## config.mk

```make
export PLATFORM = sky130hd
export DESIGN_NAME = timer_divider_search_top
export DESIGN_NICKNAME = d
export VERILOG_FILES = /design/src/design/tds_pkg.sv /design/src/design/timer_divider_search_top.sv
export SDC_FILE = /design/constraint.sdc
export NUM_CORES = 2
export LEC_CHECK = 0
export BUFFER_PORTS_ARGS = -buffer_cell sky130_fd_sc_hd__buf_2
export CAP_MARGIN = 5
export CORE_UTILIZATION = 40
export CTS_CLUSTER_DIAMETER = 30
export DETAILED_ROUTE_END_ITERATION = 12
export GPL_TIMING_DRIVEN = 0
export PLACE_DENSITY_LB_ADDON = 0.2
export SKIP_LAST_GASP = 1
export SLEW_MARGIN = 20
export SYNTH_ARGS = -nofsm -noshare
export SYNTH_HDL_FRONTEND = slang
export SYNTH_SLANG_ARGS = --single-unit
```

## constraint.sdc

```tcl
create_clock -name i_clk -period 19.9 [get_ports i_clk]
set_input_delay 3.98 -clock i_clk [delete_from_list [all_inputs] [get_ports i_clk]]
set_output_delay 3.98 -clock i_clk [all_outputs]
set_load 0.1 [all_outputs]
```

## src/design/tds_pkg.sv

```systemverilog
// ----------------------------------------------------------------------------
// tds_pkg
// shared widths, codes and the microcode program of the timer divider search
// ----------------------------------------------------------------------------
package tds_pkg;

    localparam int HZ_W   = 32;
    localparam int DEP_W  = 16;
    localparam int PRE_W  = 17;
    localparam int PER_W  = 16;
    localparam int ERR_W  = 14;
    localparam int ST_W   = 2;
    localparam int DVD_W  = 48;   // divider dividend / quotient width
    localparam int CNT_W  = 6;    // divider step counter, holds DVD_W
    localparam int PC_W   = 5;
    localparam int OP_W   = 4;
    localparam int CND_W  = 4;
    localparam int M_W    = HZ_W + ERR_W;

    localparam int MAX_PRESCALE_DEF = 65536;

    localparam logic [HZ_W-1:0]  CLK_HZ_RESET = 32'd16000000;
    localparam logic [ERR_W-1:0] ERR_SCALE    = 14'd10000;

    // divider step counts
    localparam logic [CNT_W-1:0] DIV_N_WORD = 6'd32;
    localparam logic [CNT_W-1:0] DIV_N_WIDE = 6'd48;

    // status codes
    localparam logic [ST_W-1:0] ST_FOUND   = 2'd0;
    localparam logic [ST_W-1:0] ST_NOFIT   = 2'd1;
    localparam logic [ST_W-1:0] ST_ZERO_HZ = 2'd2;

    // micro-operations
    localparam logic [OP_W-1:0] UOP_NOP      = 4'd0;
    localparam logic [OP_W-1:0] UOP_LATCH    = 4'd1;
    localparam logic [OP_W-1:0] UOP_DIV_T    = 4'd2;
    localparam logic [OP_W-1:0] UOP_DIV_STEP = 4'd3;
    localparam logic [OP_W-1:0] UOP_ST_T     = 4'd4;
    localparam logic [OP_W-1:0] UOP_DIV_P    = 4'd5;
    localparam logic [OP_W-1:0] UOP_ST_PER   = 4'd6;
    localparam logic [OP_W-1:0] UOP_MUL_PROD = 4'd7;
    localparam logic [OP_W-1:0] UOP_DIV_A    = 4'd8;
    localparam logic [OP_W-1:0] UOP_ST_ACT   = 4'd9;
    localparam logic [OP_W-1:0] UOP_UPD_BEST = 4'd10;
    localparam logic [OP_W-1:0] UOP_INC_P    = 4'd11;
    localparam logic [OP_W-1:0] UOP_MUL_BEST = 4'd12;
    localparam logic [OP_W-1:0] UOP_DIV_E    = 4'd13;
    localparam logic [OP_W-1:0] UOP_EMIT_OK  = 4'd14;
    localparam logic [OP_W-1:0] UOP_EMIT_NF  = 4'd15;

    // jump conditions
    localparam logic [CND_W-1:0] CND_NEVER  = 4'd0;
    localparam logic [CND_W-1:0] CND_ALWAYS = 4'd1;
    localparam logic [CND_W-1:0] CND_NSTART = 4'd2;
    localparam logic [CND_W-1:0] CND_WZERO  = 4'd3;
    localparam logic [CND_W-1:0] CND_DBUSY  = 4'd4;
    localparam logic [CND_W-1:0] CND_PZERO  = 4'd5;
    localparam logic [CND_W-1:0] CND_PGT    = 4'd6;
    localparam logic [CND_W-1:0] CND_NLESS  = 4'd7;
    localparam logic [CND_W-1:0] CND_CLOSE  = 4'd8;
    localparam logic [CND_W-1:0] CND_NPLAST = 4'd9;
    localparam logic [CND_W-1:0] CND_NFOUND = 4'd10;

    // program addresses
    localparam logic [PC_W-1:0] PC_IDLE    = 5'd0;
    localparam logic [PC_W-1:0] PC_LD_T    = 5'd1;
    localparam logic [PC_W-1:0] PC_RUN_T   = 5'd2;
    localparam logic [PC_W-1:0] PC_ST_T    = 5'd3;
    localparam logic [PC_W-1:0] PC_LOOP    = 5'd4;
    localparam logic [PC_W-1:0] PC_RUN_P   = 5'd5;
    localparam logic [PC_W-1:0] PC_ST_PER  = 5'd6;
    localparam logic [PC_W-1:0] PC_CHK_PER = 5'd7;
    localparam logic [PC_W-1:0] PC_MUL     = 5'd8;
    localparam logic [PC_W-1:0] PC_LD_A    = 5'd9;
    localparam logic [PC_W-1:0] PC_RUN_A   = 5'd10;
    localparam logic [PC_W-1:0] PC_ST_ACT  = 5'd11;
    localparam logic [PC_W-1:0] PC_CMP     = 5'd12;
    localparam logic [PC_W-1:0] PC_CHK_CL  = 5'd13;
    localparam logic [PC_W-1:0] PC_NEXT_P  = 5'd14;
    localparam logic [PC_W-1:0] PC_FIN     = 5'd15;
    localparam logic [PC_W-1:0] PC_LD_E    = 5'd16;
    localparam logic [PC_W-1:0] PC_RUN_E   = 5'd17;
    localparam logic [PC_W-1:0] PC_EM_OK   = 5'd18;
    localparam logic [PC_W-1:0] PC_EM_NF   = 5'd19;
    localparam logic [PC_W-1:0] PC_EM_Z    = 5'd20;

    typedef struct packed {
        logic [OP_W-1:0]  op;
        logic [CND_W-1:0] cond;
        logic [PC_W-1:0]  target;
    } t_uword;

    // control store: one word per step, jump to target when cond holds
    function automatic t_uword f_ucode(input logic [PC_W-1:0] pc);
        t_uword w;
        begin
            case (pc)
                PC_IDLE:    w = '{UOP_LATCH,    CND_NSTART, PC_IDLE};
                PC_LD_T:    w = '{UOP_DIV_T,    CND_WZERO,  PC_EM_Z};
                PC_RUN_T:   w = '{UOP_DIV_STEP, CND_DBUSY,  PC_RUN_T};
                PC_ST_T:    w = '{UOP_ST_T,     CND_NEVER,  PC_IDLE};
                PC_LOOP:    w = '{UOP_DIV_P,    CND_NEVER,  PC_IDLE};
                PC_RUN_P:   w = '{UOP_DIV_STEP, CND_DBUSY,  PC_RUN_P};
                PC_ST_PER:  w = '{UOP_ST_PER,   CND_NEVER,  PC_IDLE};
                PC_CHK_PER: w = '{UOP_NOP,      CND_PZERO,  PC_FIN};
                PC_MUL:     w = '{UOP_MUL_PROD, CND_PGT,    PC_NEXT_P};
                PC_LD_A:    w = '{UOP_DIV_A,    CND_NEVER,  PC_IDLE};
                PC_RUN_A:   w = '{UOP_DIV_STEP, CND_DBUSY,  PC_RUN_A};
                PC_ST_ACT:  w = '{UOP_ST_ACT,   CND_NEVER,  PC_IDLE};
                PC_CMP:     w = '{UOP_UPD_BEST, CND_NLESS,  PC_NEXT_P};
                PC_CHK_CL:  w = '{UOP_NOP,      CND_CLOSE,  PC_FIN};
                PC_NEXT_P:  w = '{UOP_INC_P,    CND_NPLAST, PC_LOOP};
                PC_FIN:     w = '{UOP_MUL_BEST, CND_NFOUND, PC_EM_NF};
                PC_LD_E:    w = '{UOP_DIV_E,    CND_NEVER,  PC_IDLE};
                PC_RUN_E:   w = '{UOP_DIV_STEP, CND_DBUSY,  PC_RUN_E};
                PC_EM_OK:   w = '{UOP_EMIT_OK,  CND_ALWAYS, PC_IDLE};
                PC_EM_NF:   w = '{UOP_EMIT_NF,  CND_ALWAYS, PC_IDLE};
                PC_EM_Z:    w = '{UOP_EMIT_NF,  CND_ALWAYS, PC_IDLE};
                default:    w = '{UOP_NOP,      CND_ALWAYS, PC_IDLE};
            endcase
            return w;
        end
    endfunction

endpackage

```

## src/design/timer_divider_search_top.sv

```systemverilog
// ----------------------------------------------------------------------------
// timer_divider_search_top
// prescaler / period search for a timer tick, run by a microcoded sequencer
// ----------------------------------------------------------------------------
// A request (start high while busy is low) carries a wanted tick frequency and
// a counter depth. The block forms total = clock / wanted and walks prescalers
// p = 1, 2, ... up to MAX_PRESCALE, keeping the first (p, period) pair with the
// smallest frequency error below 100 percent; it stops early once the error is
// under 0.01 percent or total / p reaches zero. Exactly one result comes back
// per request on o_valid for a single cycle, and it cannot be held off, so the
// receiver must take it when it appears. All divisions share one restoring
// divider that retires one quotient bit per cycle. It first divides the clock
// by the wanted frequency, then for each prescaler divides total by p for the
// period; a period beyond the counter depth is skipped, and one that fits has
// the clock divided by p * period for the actual frequency, which is then
// compared with the best so far; a zero period ends the search. Last, when a
// pair was found, the error figure is divided out, and the result strobe
// follows. A request with a zero wanted frequency skips the search entirely.
// The clock register is written over its own valid / ready channel; ready is
// low while a search runs, so the register only changes between requests.
// ----------------------------------------------------------------------------
module timer_divider_search_top #(
    parameter int MAX_PRESCALE = tds_pkg::MAX_PRESCALE_DEF
) (
    input  logic                       i_clk,
    input  logic                       i_rst_n,
    // request side
    input  logic                       start,
    output logic                       busy,
    input  logic [tds_pkg::HZ_W-1:0]   i_wanted_hz,
    input  logic [tds_pkg::DEP_W-1:0]  i_counter_depth,
    // result side
    output logic                       o_valid,
    output logic [tds_pkg::PRE_W-1:0]  o_prescale_value,
    output logic [tds_pkg::PER_W-1:0]  o_period_value,
    output logic [tds_pkg::HZ_W-1:0]   o_actual_hz,
    output logic [tds_pkg::ERR_W-1:0]  o_error_hundredths,
    output logic [tds_pkg::ST_W-1:0]   o_status,
    // clock register write channel
    input  logic                       i_cfg_valid,
    output logic                       o_cfg_ready,
    input  logic [tds_pkg::HZ_W-1:0]   i_cfg_data
);

    localparam logic [tds_pkg::PRE_W-1:0] P_LAST = tds_pkg::PRE_W'(MAX_PRESCALE);

    // sequencer
    logic [tds_pkg::PC_W-1:0]  r_pc;
    logic [tds_pkg::PC_W-1:0]  n_pc;
    tds_pkg::t_uword           w_uw;
    logic                      w_take;

    // clock register and latched request
    logic [tds_pkg::HZ_W-1:0]  r_clk_hz;
    logic [tds_pkg::HZ_W-1:0]  r_wanted;
    logic [tds_pkg::DEP_W-1:0] r_depth;

    // shared restoring divider
    logic [tds_pkg::DVD_W-1:0] r_dq;     // dividend out at the top, quotient in at the bottom
    logic [tds_pkg::HZ_W-1:0]  r_rem;
    logic [tds_pkg::HZ_W-1:0]  r_dv;
    logic [tds_pkg::CNT_W-1:0] r_dcnt;
    logic [tds_pkg::HZ_W:0]    w_trial;
    logic [tds_pkg::HZ_W:0]    w_sub;
    logic                      w_ge;
    logic [tds_pkg::HZ_W-1:0]  w_q32;

    // search datapath
    logic [tds_pkg::HZ_W-1:0]  r_total;
    logic [tds_pkg::PRE_W-1:0] r_p;
    logic [tds_pkg::HZ_W-1:0]  r_per;
    logic [tds_pkg::HZ_W-1:0]  r_prod;
    logic [tds_pkg::HZ_W:0]    w_prod_full;
    logic [tds_pkg::HZ_W-1:0]  r_act;
    logic [tds_pkg::HZ_W-1:0]  r_diff;
    logic [tds_pkg::HZ_W-1:0]  r_best_diff;
    logic [tds_pkg::PRE_W-1:0] r_best_pre;
    logic [tds_pkg::PER_W-1:0] r_best_per;
    logic [tds_pkg::HZ_W-1:0]  r_best_act;
    logic                      r_found;
    logic [tds_pkg::M_W-1:0]   r_m;      // error term scaled by 10000
    logic                      w_less;

    assign busy        = (r_pc != tds_pkg::PC_IDLE);
    assign o_cfg_ready = !busy;          // register only changes between requests

    assign w_uw = tds_pkg::f_ucode(r_pc);

    // one quotient bit per cycle
    assign w_trial = {r_rem, r_dq[tds_pkg::DVD_W-1]};
    assign w_sub   = w_trial - {1'b0, r_dv};
    assign w_ge    = (w_trial >= {1'b0, r_dv});
    assign w_q32   = r_dq[tds_pkg::HZ_W-1:0];

    // p * period stays below 2^32 whenever the period fits the counter
    assign w_prod_full = {{(tds_pkg::HZ_W + 1 - tds_pkg::PRE_W){1'b0}}, r_p}
                       * {{(tds_pkg::HZ_W + 1 - tds_pkg::PER_W){1'b0}},
                          r_per[tds_pkg::PER_W-1:0]};
    assign w_less      = (r_diff < r_best_diff);

    // jump condition, evaluated on the registers and the start input of the current step
    always_comb begin
        case (w_uw.cond)
            tds_pkg::CND_NEVER:  w_take = 1'b0;
            tds_pkg::CND_ALWAYS: w_take = 1'b1;
            tds_pkg::CND_NSTART: w_take = !start;
            tds_pkg::CND_WZERO:  w_take = (r_wanted == '0);
            tds_pkg::CND_DBUSY:  w_take = (r_dcnt != tds_pkg::CNT_W'(1));
            tds_pkg::CND_PZERO:  w_take = (r_per == '0);
            tds_pkg::CND_PGT:    w_take = (r_per > {16'b0, r_depth});
            tds_pkg::CND_NLESS:  w_take = !w_less;
            tds_pkg::CND_CLOSE:  w_take = (r_m < {{tds_pkg::ERR_W{1'b0}}, r_wanted});
            tds_pkg::CND_NPLAST: w_take = (r_p != P_LAST);
            tds_pkg::CND_NFOUND: w_take = !r_found;
            default:             w_take = 1'b0;
        endcase
        n_pc = w_take ? w_uw.target : r_pc + tds_pkg::PC_W'(1);
    end

    // control state
    always_ff @(posedge i_clk) begin
        if (!i_rst_n) begin
            r_pc     <= tds_pkg::PC_IDLE;
        end else begin
            r_pc <= n_pc;
        end
    end

    // result strobe and clock register
    always_ff @(posedge i_clk) begin
        if (!i_rst_n) begin
            o_valid  <= 1'b0;
            r_clk_hz <= tds_pkg::CLK_HZ_RESET;
        end else begin
            o_valid <= (w_uw.op == tds_pkg::UOP_EMIT_OK) || (w_uw.op == tds_pkg::UOP_EMIT_NF);
            if (i_cfg_valid && o_cfg_ready) begin
                r_clk_hz <= i_cfg_data;
            end
        end
    end

    // plain datapath driven by the control word
    always_ff @(posedge i_clk) begin
        case (w_uw.op)
            tds_pkg::UOP_LATCH: begin
                if (start) begin
                    r_wanted <= i_wanted_hz;
                    r_depth  <= i_counter_depth;
                end
            end
            tds_pkg::UOP_DIV_T: begin
                r_dq   <= {r_clk_hz, 16'b0};
                r_dv   <= r_wanted;
                r_rem  <= '0;
                r_dcnt <= tds_pkg::DIV_N_WORD;
            end
            tds_pkg::UOP_DIV_STEP: begin
                r_rem  <= w_ge ? w_sub[tds_pkg::HZ_W-1:0] : w_trial[tds_pkg::HZ_W-1:0];
                r_dq   <= {r_dq[tds_pkg::DVD_W-2:0], w_ge};
                r_dcnt <= r_dcnt - tds_pkg::CNT_W'(1);
            end
            tds_pkg::UOP_ST_T: begin
                r_total     <= w_q32;
                r_p         <= tds_pkg::PRE_W'(1);
                r_best_diff <= r_wanted;   // acceptance bound, below 100 percent
                r_found     <= 1'b0;
            end
            tds_pkg::UOP_DIV_P: begin
                r_dq   <= {r_total, 16'b0};
                r_dv   <= {15'b0, r_p};
                r_rem  <= '0;
                r_dcnt <= tds_pkg::DIV_N_WORD;
            end
            tds_pkg::UOP_ST_PER: begin
                r_per <= w_q32;
            end
            tds_pkg::UOP_MUL_PROD: begin
                r_prod <= w_prod_full[tds_pkg::HZ_W-1:0];
            end
            tds_pkg::UOP_DIV_A: begin
                r_dq   <= {r_clk_hz, 16'b0};
                r_dv   <= r_prod;
                r_rem  <= '0;
                r_dcnt <= tds_pkg::DIV_N_WORD;
            end
            tds_pkg::UOP_ST_ACT: begin
                r_act  <= w_q32;
                r_diff <= (w_q32 >= r_wanted) ? (w_q32 - r_wanted) : (r_wanted - w_q32);
            end
            tds_pkg::UOP_UPD_BEST: begin
                if (w_less) begin
                    r_best_diff <= r_diff;
                    r_best_pre  <= r_p;
                    r_best_per  <= r_per[tds_pkg::PER_W-1:0];
                    r_best_act  <= r_act;
                    r_found     <= 1'b1;
                end
                r_m <= {{tds_pkg::ERR_W{1'b0}}, r_diff}
                     * {{tds_pkg::HZ_W{1'b0}}, tds_pkg::ERR_SCALE};
            end
            tds_pkg::UOP_INC_P: begin
                r_p <= r_p + tds_pkg::PRE_W'(1);
            end
            tds_pkg::UOP_MUL_BEST: begin
                r_m <= {{tds_pkg::ERR_W{1'b0}}, r_best_diff}
                     * {{tds_pkg::HZ_W{1'b0}}, tds_pkg::ERR_SCALE};
            end
            tds_pkg::UOP_DIV_E: begin
                r_dq   <= {{(tds_pkg::DVD_W - tds_pkg::M_W){1'b0}}, r_m};
                r_dv   <= r_wanted;
                r_rem  <= '0;
                r_dcnt <= tds_pkg::DIV_N_WIDE;
            end
            tds_pkg::UOP_EMIT_OK: begin
                o_prescale_value   <= r_best_pre;
                o_period_value     <= r_best_per;
                o_actual_hz        <= r_best_act;
                o_error_hundredths <= r_dq[tds_pkg::ERR_W-1:0];  // quotient below 10000
                o_status           <= tds_pkg::ST_FOUND;
            end
            tds_pkg::UOP_EMIT_NF: begin
                // nothing fits, or a zero wanted frequency
                o_prescale_value   <= tds_pkg::PRE_W'(1);
                o_period_value     <= tds_pkg::PER_W'(1);
                o_actual_hz        <= '0;
                o_error_hundredths <= tds_pkg::ERR_SCALE;
                o_status           <= (r_wanted == '0) ? tds_pkg::ST_ZERO_HZ
                                                       : tds_pkg::ST_NOFIT;
            end
            default: begin
            end
        endcase
    end

    // ------------------------------------------------------------------------
    // checks
    // ------------------------------------------------------------------------

    // a result strobe lasts one cycle, and the block is already idle while it is high
    a_strobe_single: assert property (@(posedge i_clk) disable iff (!i_rst_n)
        o_valid |-> !busy && $past(busy))
        else $error("result strobe not a single cycle at the end of a search");

    // an accepted request always leaves idle
    a_start_busy: assert property (@(posedge i_clk) disable iff (!i_rst_n)
        start && !busy |=> busy)
        else $error("request accepted but sequencer stayed idle");

    // a found result has an error below 100 percent
    a_found_err: assert property (@(posedge i_clk) disable iff (!i_rst_n)
        o_valid && (o_status == tds_pkg::ST_FOUND) |-> o_error_hundredths < tds_pkg::ERR_SCALE)
        else $error("found result with error of 100 percent or more");

    // divider never steps past its count
    a_div_count: assert property (@(posedge i_clk) disable iff (!i_rst_n)
        (w_uw.op == tds_pkg::UOP_DIV_STEP) |-> r_dcnt != '0)
        else $error("divider stepped with an exhausted count");

endmodule
```

* Yosys cells after proc, flatten, opt, wreduce, memory -nomap -nowiden
Memory sizes are Yosys's and may differ from the RTL's. A register that Yosys moved wholly into a read port is not among the register bits. Index checks and enable logic that the tools add are counted.
Word-level totals: register bits 606, ROM bits 416, input port bits 84, output and inout port bits 84, logic and storage cells 114, memories 1
Memories:
- (no name shown) | words 32, width 13, rd ports 1, clocked after memory_dff 1, write ports 0, RTL line tds_pkg.sv:98 | case (pc)
Cells by class: $add $sub $neg 6, multiply operators 3, magnitude comparators 5, equal/unequal tests 28, muxes and demuxes 21, reduce and logical (&&, ||, !) cells 24
Operators with widths (count):
- $pmux 32 s2 | 3
- $pmux 48 s4 | 1
- $mux 32 | 3
- $pmux 32 s3 | 1
- $sub 32x32->32 | 3
- $pmux 46 s2 | 1
- $mul 32x10->42 const B | 2
- $pmux 17 s2 | 2
- $logic_not 32->1 | 2
- $lt 46x32->1 | 1
- $eq 4x4->1 const B | 11
- $ge 33x32->1 | 1
- $eq 4x3->1 const B | 8
- $ge 32x32->1 | 1
- $gt 32x16->1 | 1
- $lt 32x32->1 | 1
- $mul 17x16->32 | 1
- $pmux 16 s2 | 1
- $pmux 14 s2 | 1
- $pmux 6 s3 | 1
- $add 17x1->17 const B | 1
- $ne 17x17->1 const B | 1
- $eq 4x2->1 const B | 4
- $mux 5 | 2
- other kinds (21) | 33

* Logic depth before layout (Yosys ltp)
word-level depth 5, depth in mapped cells 26, mapped depth without buffers 24

* Worst setup path after synthesis
OpenSTA, ideal clock, no wires.
path type reg-to-reg, start reg r_best_diff[13] (netlist name), end reg r_best_diff[0] (netlist name) (enable), setup time 0.376 ns, arrival 9.142 ns, data required time 19.524 ns, setup slack 10.382 ns, stages on the path, launching flop included 10, buffers on the path 0, period minus slack after synthesis 9.518 ns, path through edfxtp_1 -> inv_1 -> ha_1 -> a21o_1 -> a21o_1 -> a221oi_1 -> o221ai_1 -> o2111a_1 -> nor4_1 -> or2_2
On the way: cells in the longest elaborated chain, start to end 3
RTL lines:
- from (decl) | RTL line timer_divider_search_top.sv:76 | logic [tds_pkg::HZ_W-1:0] r_best_diff;
- from (signal assigned) | RTL line timer_divider_search_top.sv:165 | r_best_diff <= r_wanted;
- from (signal assigned) | RTL line timer_divider_search_top.sv:192 | r_best_diff <= r_diff;
- $lt 32x32->1 | RTL line timer_divider_search_top.sv:99 | assign w_less = (r_diff < r_best_diff);
- $ne 2x2->1 (no source line)
- $reduce_and 2->1 (no source line)
No other way between the ends. A chain may end at the register's enable or synchronous reset.

* Worst setup path in the final report
start reg r_p[13] (netlist name), end reg r_prod[30] (netlist name), data pin
On the way: cells in the longest elaborated chain, start to end 1
RTL lines:
- from (decl) | RTL line timer_divider_search_top.sv:70 | logic [tds_pkg::PRE_W-1:0] r_p;
- from (signal assigned) | RTL line timer_divider_search_top.sv:164 | r_p <= tds_pkg::PRE_W'(1);
- from (signal assigned) | RTL line timer_divider_search_top.sv:202 | r_p <= r_p + tds_pkg::PRE_W'(1);
- $mul 17x16->32 | RTL line timer_divider_search_top.sv:97 | * {{(tds_pkg::HZ_W + 1 - tds_pkg::PER_W){1'b0}},
- via w_prod_full (one bit) | RTL line timer_divider_search_top.sv:73 | logic [tds_pkg::HZ_W:0] w_prod_full;
- to (signal assigned) | RTL line timer_divider_search_top.sv:178 | r_prod <= w_prod_full[tds_pkg::HZ_W-1:0];
- to (decl) | RTL line timer_divider_search_top.sv:72 | logic [tds_pkg::HZ_W-1:0] r_prod;
The timed path passes the listed nets, and every way through them passes these cells.

==> qor.csv <==
stage;metric;value;unit
sta;skew;58.40;ps
global_route;grt_pass1_vias;36020;
clock_network;clk_latency;720;ps
worst_setup_path;crit_path_end;r_prod[30];
cells_and_area;drive_gt1_share;8.603;%
logic_synthesis;ys_ff_latch;615;
clock_network;clockBufferDepth;3;
logic_synthesis;syn_inst;4865;
run;cap_viol_max_count;0;
sta;finalHoldViolCount;0;
sta;setup_violations;0;
floorplanning;io_pins;168;
worst_setup_path;crit_start;r_p[13];
clock_network;clock-sinks;615;
cells_and_area;fin_util;46.61;%
route;routed_wl;152.4;mm
logic_synthesis;synthArstFlopShare;0;%
logic_synthesis;synth_warnings;0;
sta;fin_crit_sh;40.59;%
sta;fin_tns_setup;0;ps
global_route;grt_pass1_wl;228.5;mm
global_route;grt.overflow.total;0;
worst_setup_path;crit_path_end_kind;flop;
global_route;grtUsageTotal;24.53;%
outcome;run_status;finished clean;
global_route;grt_max_degree;49;
worst_setup_path;required;20350;ps
logic_synthesis;syn_area_per_cell;10.09;um2
logic_synthesis;synth_nets;5843;
sta;slew_viol_final;0;
global_route;antenna_found_initial;7;
sta;worst_slew_pin_slew;1214;ps
placed_design;gp_congestion;0.9470;
sta;hold_slack;416.4;ps
worst_setup_path;crit_path_start_kind;flop;
logic_synthesis;synth-edff-count;564;
clock_network;clk_pin_slew;60;ps
sta;rsz0062_at_grt;false;
worst_setup_path;crit_type;flop to flop;
worst_setup_path;regToRegEndpoint;r_prod[30];
placed_design;dp.cells;6690;
route;wire_per_inst;22.05;um
route;antenna_left;0;
clock_network;numCtsBuffers;118;
worst_hold_path;min-delay-start;r_act[16];
logic_synthesis;synth_top_flop_cell;edfxtp_1;
cells_and_area;nets;6163;
sta;min_period;8077;ps
clock_network;ctsResizeCount;0;
route;vias;36520;
worst_setup_path;worstRegToRegCells;24;
sta;relSlewSlack;18.43;%
route;dr.pass1.iters;10;
clock_network;h-tree-depth;3;
worst_setup_path;crit-reg2reg-launch;r_p[13];
route;viasPerCell;5.281;
clock_network;cts_setup_buffers;0;
floorplanning;floorplan.initialDensity;40.33;%
cells_and_area;final_cell_mix;inv_1 (972), edfxtp_1 (564), ha_1 (518);
floorplanning;die_h;352.3;um
floorplanning;dieArea;124100;um2
route;route.detailed.drc;0;
worst_setup_path;reg2reg_setup_slack;11820;ps
cells_and_area;area_growth;15.56;%
placed_design;numPortBuffers;166;
worst_setup_path;cp_max_fo;10;
cells_and_area;finalNonFillerCells;6915;
clock_network;root_buffer;clkbuf_16;
clock_network;tritoncts;done;
logic_synthesis;synth_seq_area_share;36.58;%
logic_synthesis;syn-cell-area;49090;um2
sta;clock.fmax;123.8;MHz
floorplanning;rows;128;
worst_setup_path;arrival;8520;ps
route;first_iter_violations;3359;
logic_synthesis;synth_cell_types;79;
floorplanning;fp.dieW;352.3;um
floorplanning;core;121700;um2
clock_network;hold_buffers;0;
placed_design;dpl.hpwl;120.6;mm
cells_and_area;final_common_cell;inv_1;
worst_hold_path;hp-class;flop to flop;
## metrics by stage
| stage | setup slack (ps) | area (um2) |
|---|---|---|
| after floorplan | 10380 | 49090 |
| after detailed placement | 11830 | 52370 |
| after global routing | 11390 | 56730 |
| after global placement | 4880 | 51960 |
| final | 11820 | 56730 |
| after CTS | 11840 | 56720 |
## final cells by class
type	count	area [um2]
Clock inverter	94	1301
Buffer	166	634.4
Inverter	975	3660
Tap cell	1625	2033
Fill cell	11540	64980
Multi-Input combinational cell	3109	26930
Clock buffer	130	3049
Timing Repair Buffer	200	1169
Antenna cell	1	2.502
Sequential cell	615	17960
## logic make-up after synthesis
kind of cell / count (synthesis) / share of synthesized area (%)
buffers and inverters: 1141 / 8.744
xor gates and xnor gates: 162 / 2.890
AOI/OAI and AO/OA: 866 / 11.43
muxes: 25 / 0.5352
and+or+nand+nor: 1162 / 11.29
DFF: 615 / 36.58
adders and majority gates: 894 / 28.53
## registers in the layout, summed over array words and instances, names as in the netlist, 16 cells and up
| signal | cells |
|---|---|
| o_actual_hz | 32 |
| o_period_value | 16 |
| o_prescale_value | 17 |
| r_act | 32 |
| r_best_act | 32 |
| r_best_diff | 32 |
| r_best_per | 16 |
| r_best_pre | 17 |
| r_clk_hz | 32 |
| r_depth | 16 |
| r_diff | 32 |
| r_dq | 48 |
| r_dv | 32 |
| r_m | 42 |
| r_p | 17 |
| r_per | 32 |
| r_prod | 32 |
| r_rem | 32 |
| r_total | 32 |
| r_wanted | 32 |
## how the worst min path moves through the flow
stage                                 to  slack, ps  depth (start not counted)
after floorplan            r_best_act[0]        400                          0
after CTS                 r_best_act[16]        420                          0
after global routing      r_best_act[22]        420                          0
after global placement     r_best_act[1]        400                          0
after detailed placement  r_best_act[16]        410                          0
final                     r_best_act[16]        420                          0
## synthesized netlist by cell type, drive strengths merged, types with 18 or more instances
cell type / n / area, um2
a21oi: 254 / 1271
o211ai: 19 / 161.4
a222oi: 49 / 490.5
nor2: 180 / 675.7
nor3: 44 / 220.2
a211oi: 29 / 217.7
xnor2: 108 / 945.9
nor2b: 25 / 156.4
and3: 18 / 112.6
o21ai: 214 / 1071
nand2b: 27 / 168.9
edfxtp: 564 / 16940
fa: 376 / 7527
and2: 211 / 1320
dfxtp: 51 / 1021
mux2i: 18 / 180.2
nand4: 36 / 225.2
nand2: 469 / 1770
nor4: 29 / 181.4
xor2: 54 / 473.0
o21a: 27 / 202.7
o21bai: 35 / 262.8
nand3: 79 / 395.4
clkbuf: 151 / 566.8
inv: 975 / 3660
a21o: 93 / 698.2
ha: 518 / 6481
## layer usage
metal  vias to the layer above  track usage, %  wire length, um
met5                         -               0               46
met4                         8           7.565             4823
met3                       251           4.373            11250
met2                      1287           37.29            66290
met1                     18020           35.43            70030
li1                      16960               -                -
## worst max-delay path, cell delays in order (launching register included)
cell	delay, ps
edfxtp_1	490
clkbuf_1	700
buf_1	670
nand2_1	160
fa_1	560
fa_1	440
fa_1	510
inv_1	50
fa_1	480
fa_1	540
inv_1	50
fa_1	530
inv_1	40
ha_1	370
a21o_1	190
a21o_1	170
a21oi_1	220
nand3_1	100
o211a_1	250
o41ai_1	460
o31ai_1	210
nor3_1	230
o21bai_1	100
a21oi_1	170
xnor2_1	110
Power is not shown: default switching activity piles up to over one toggle a cycle in this logic, so the estimate is an artifact.
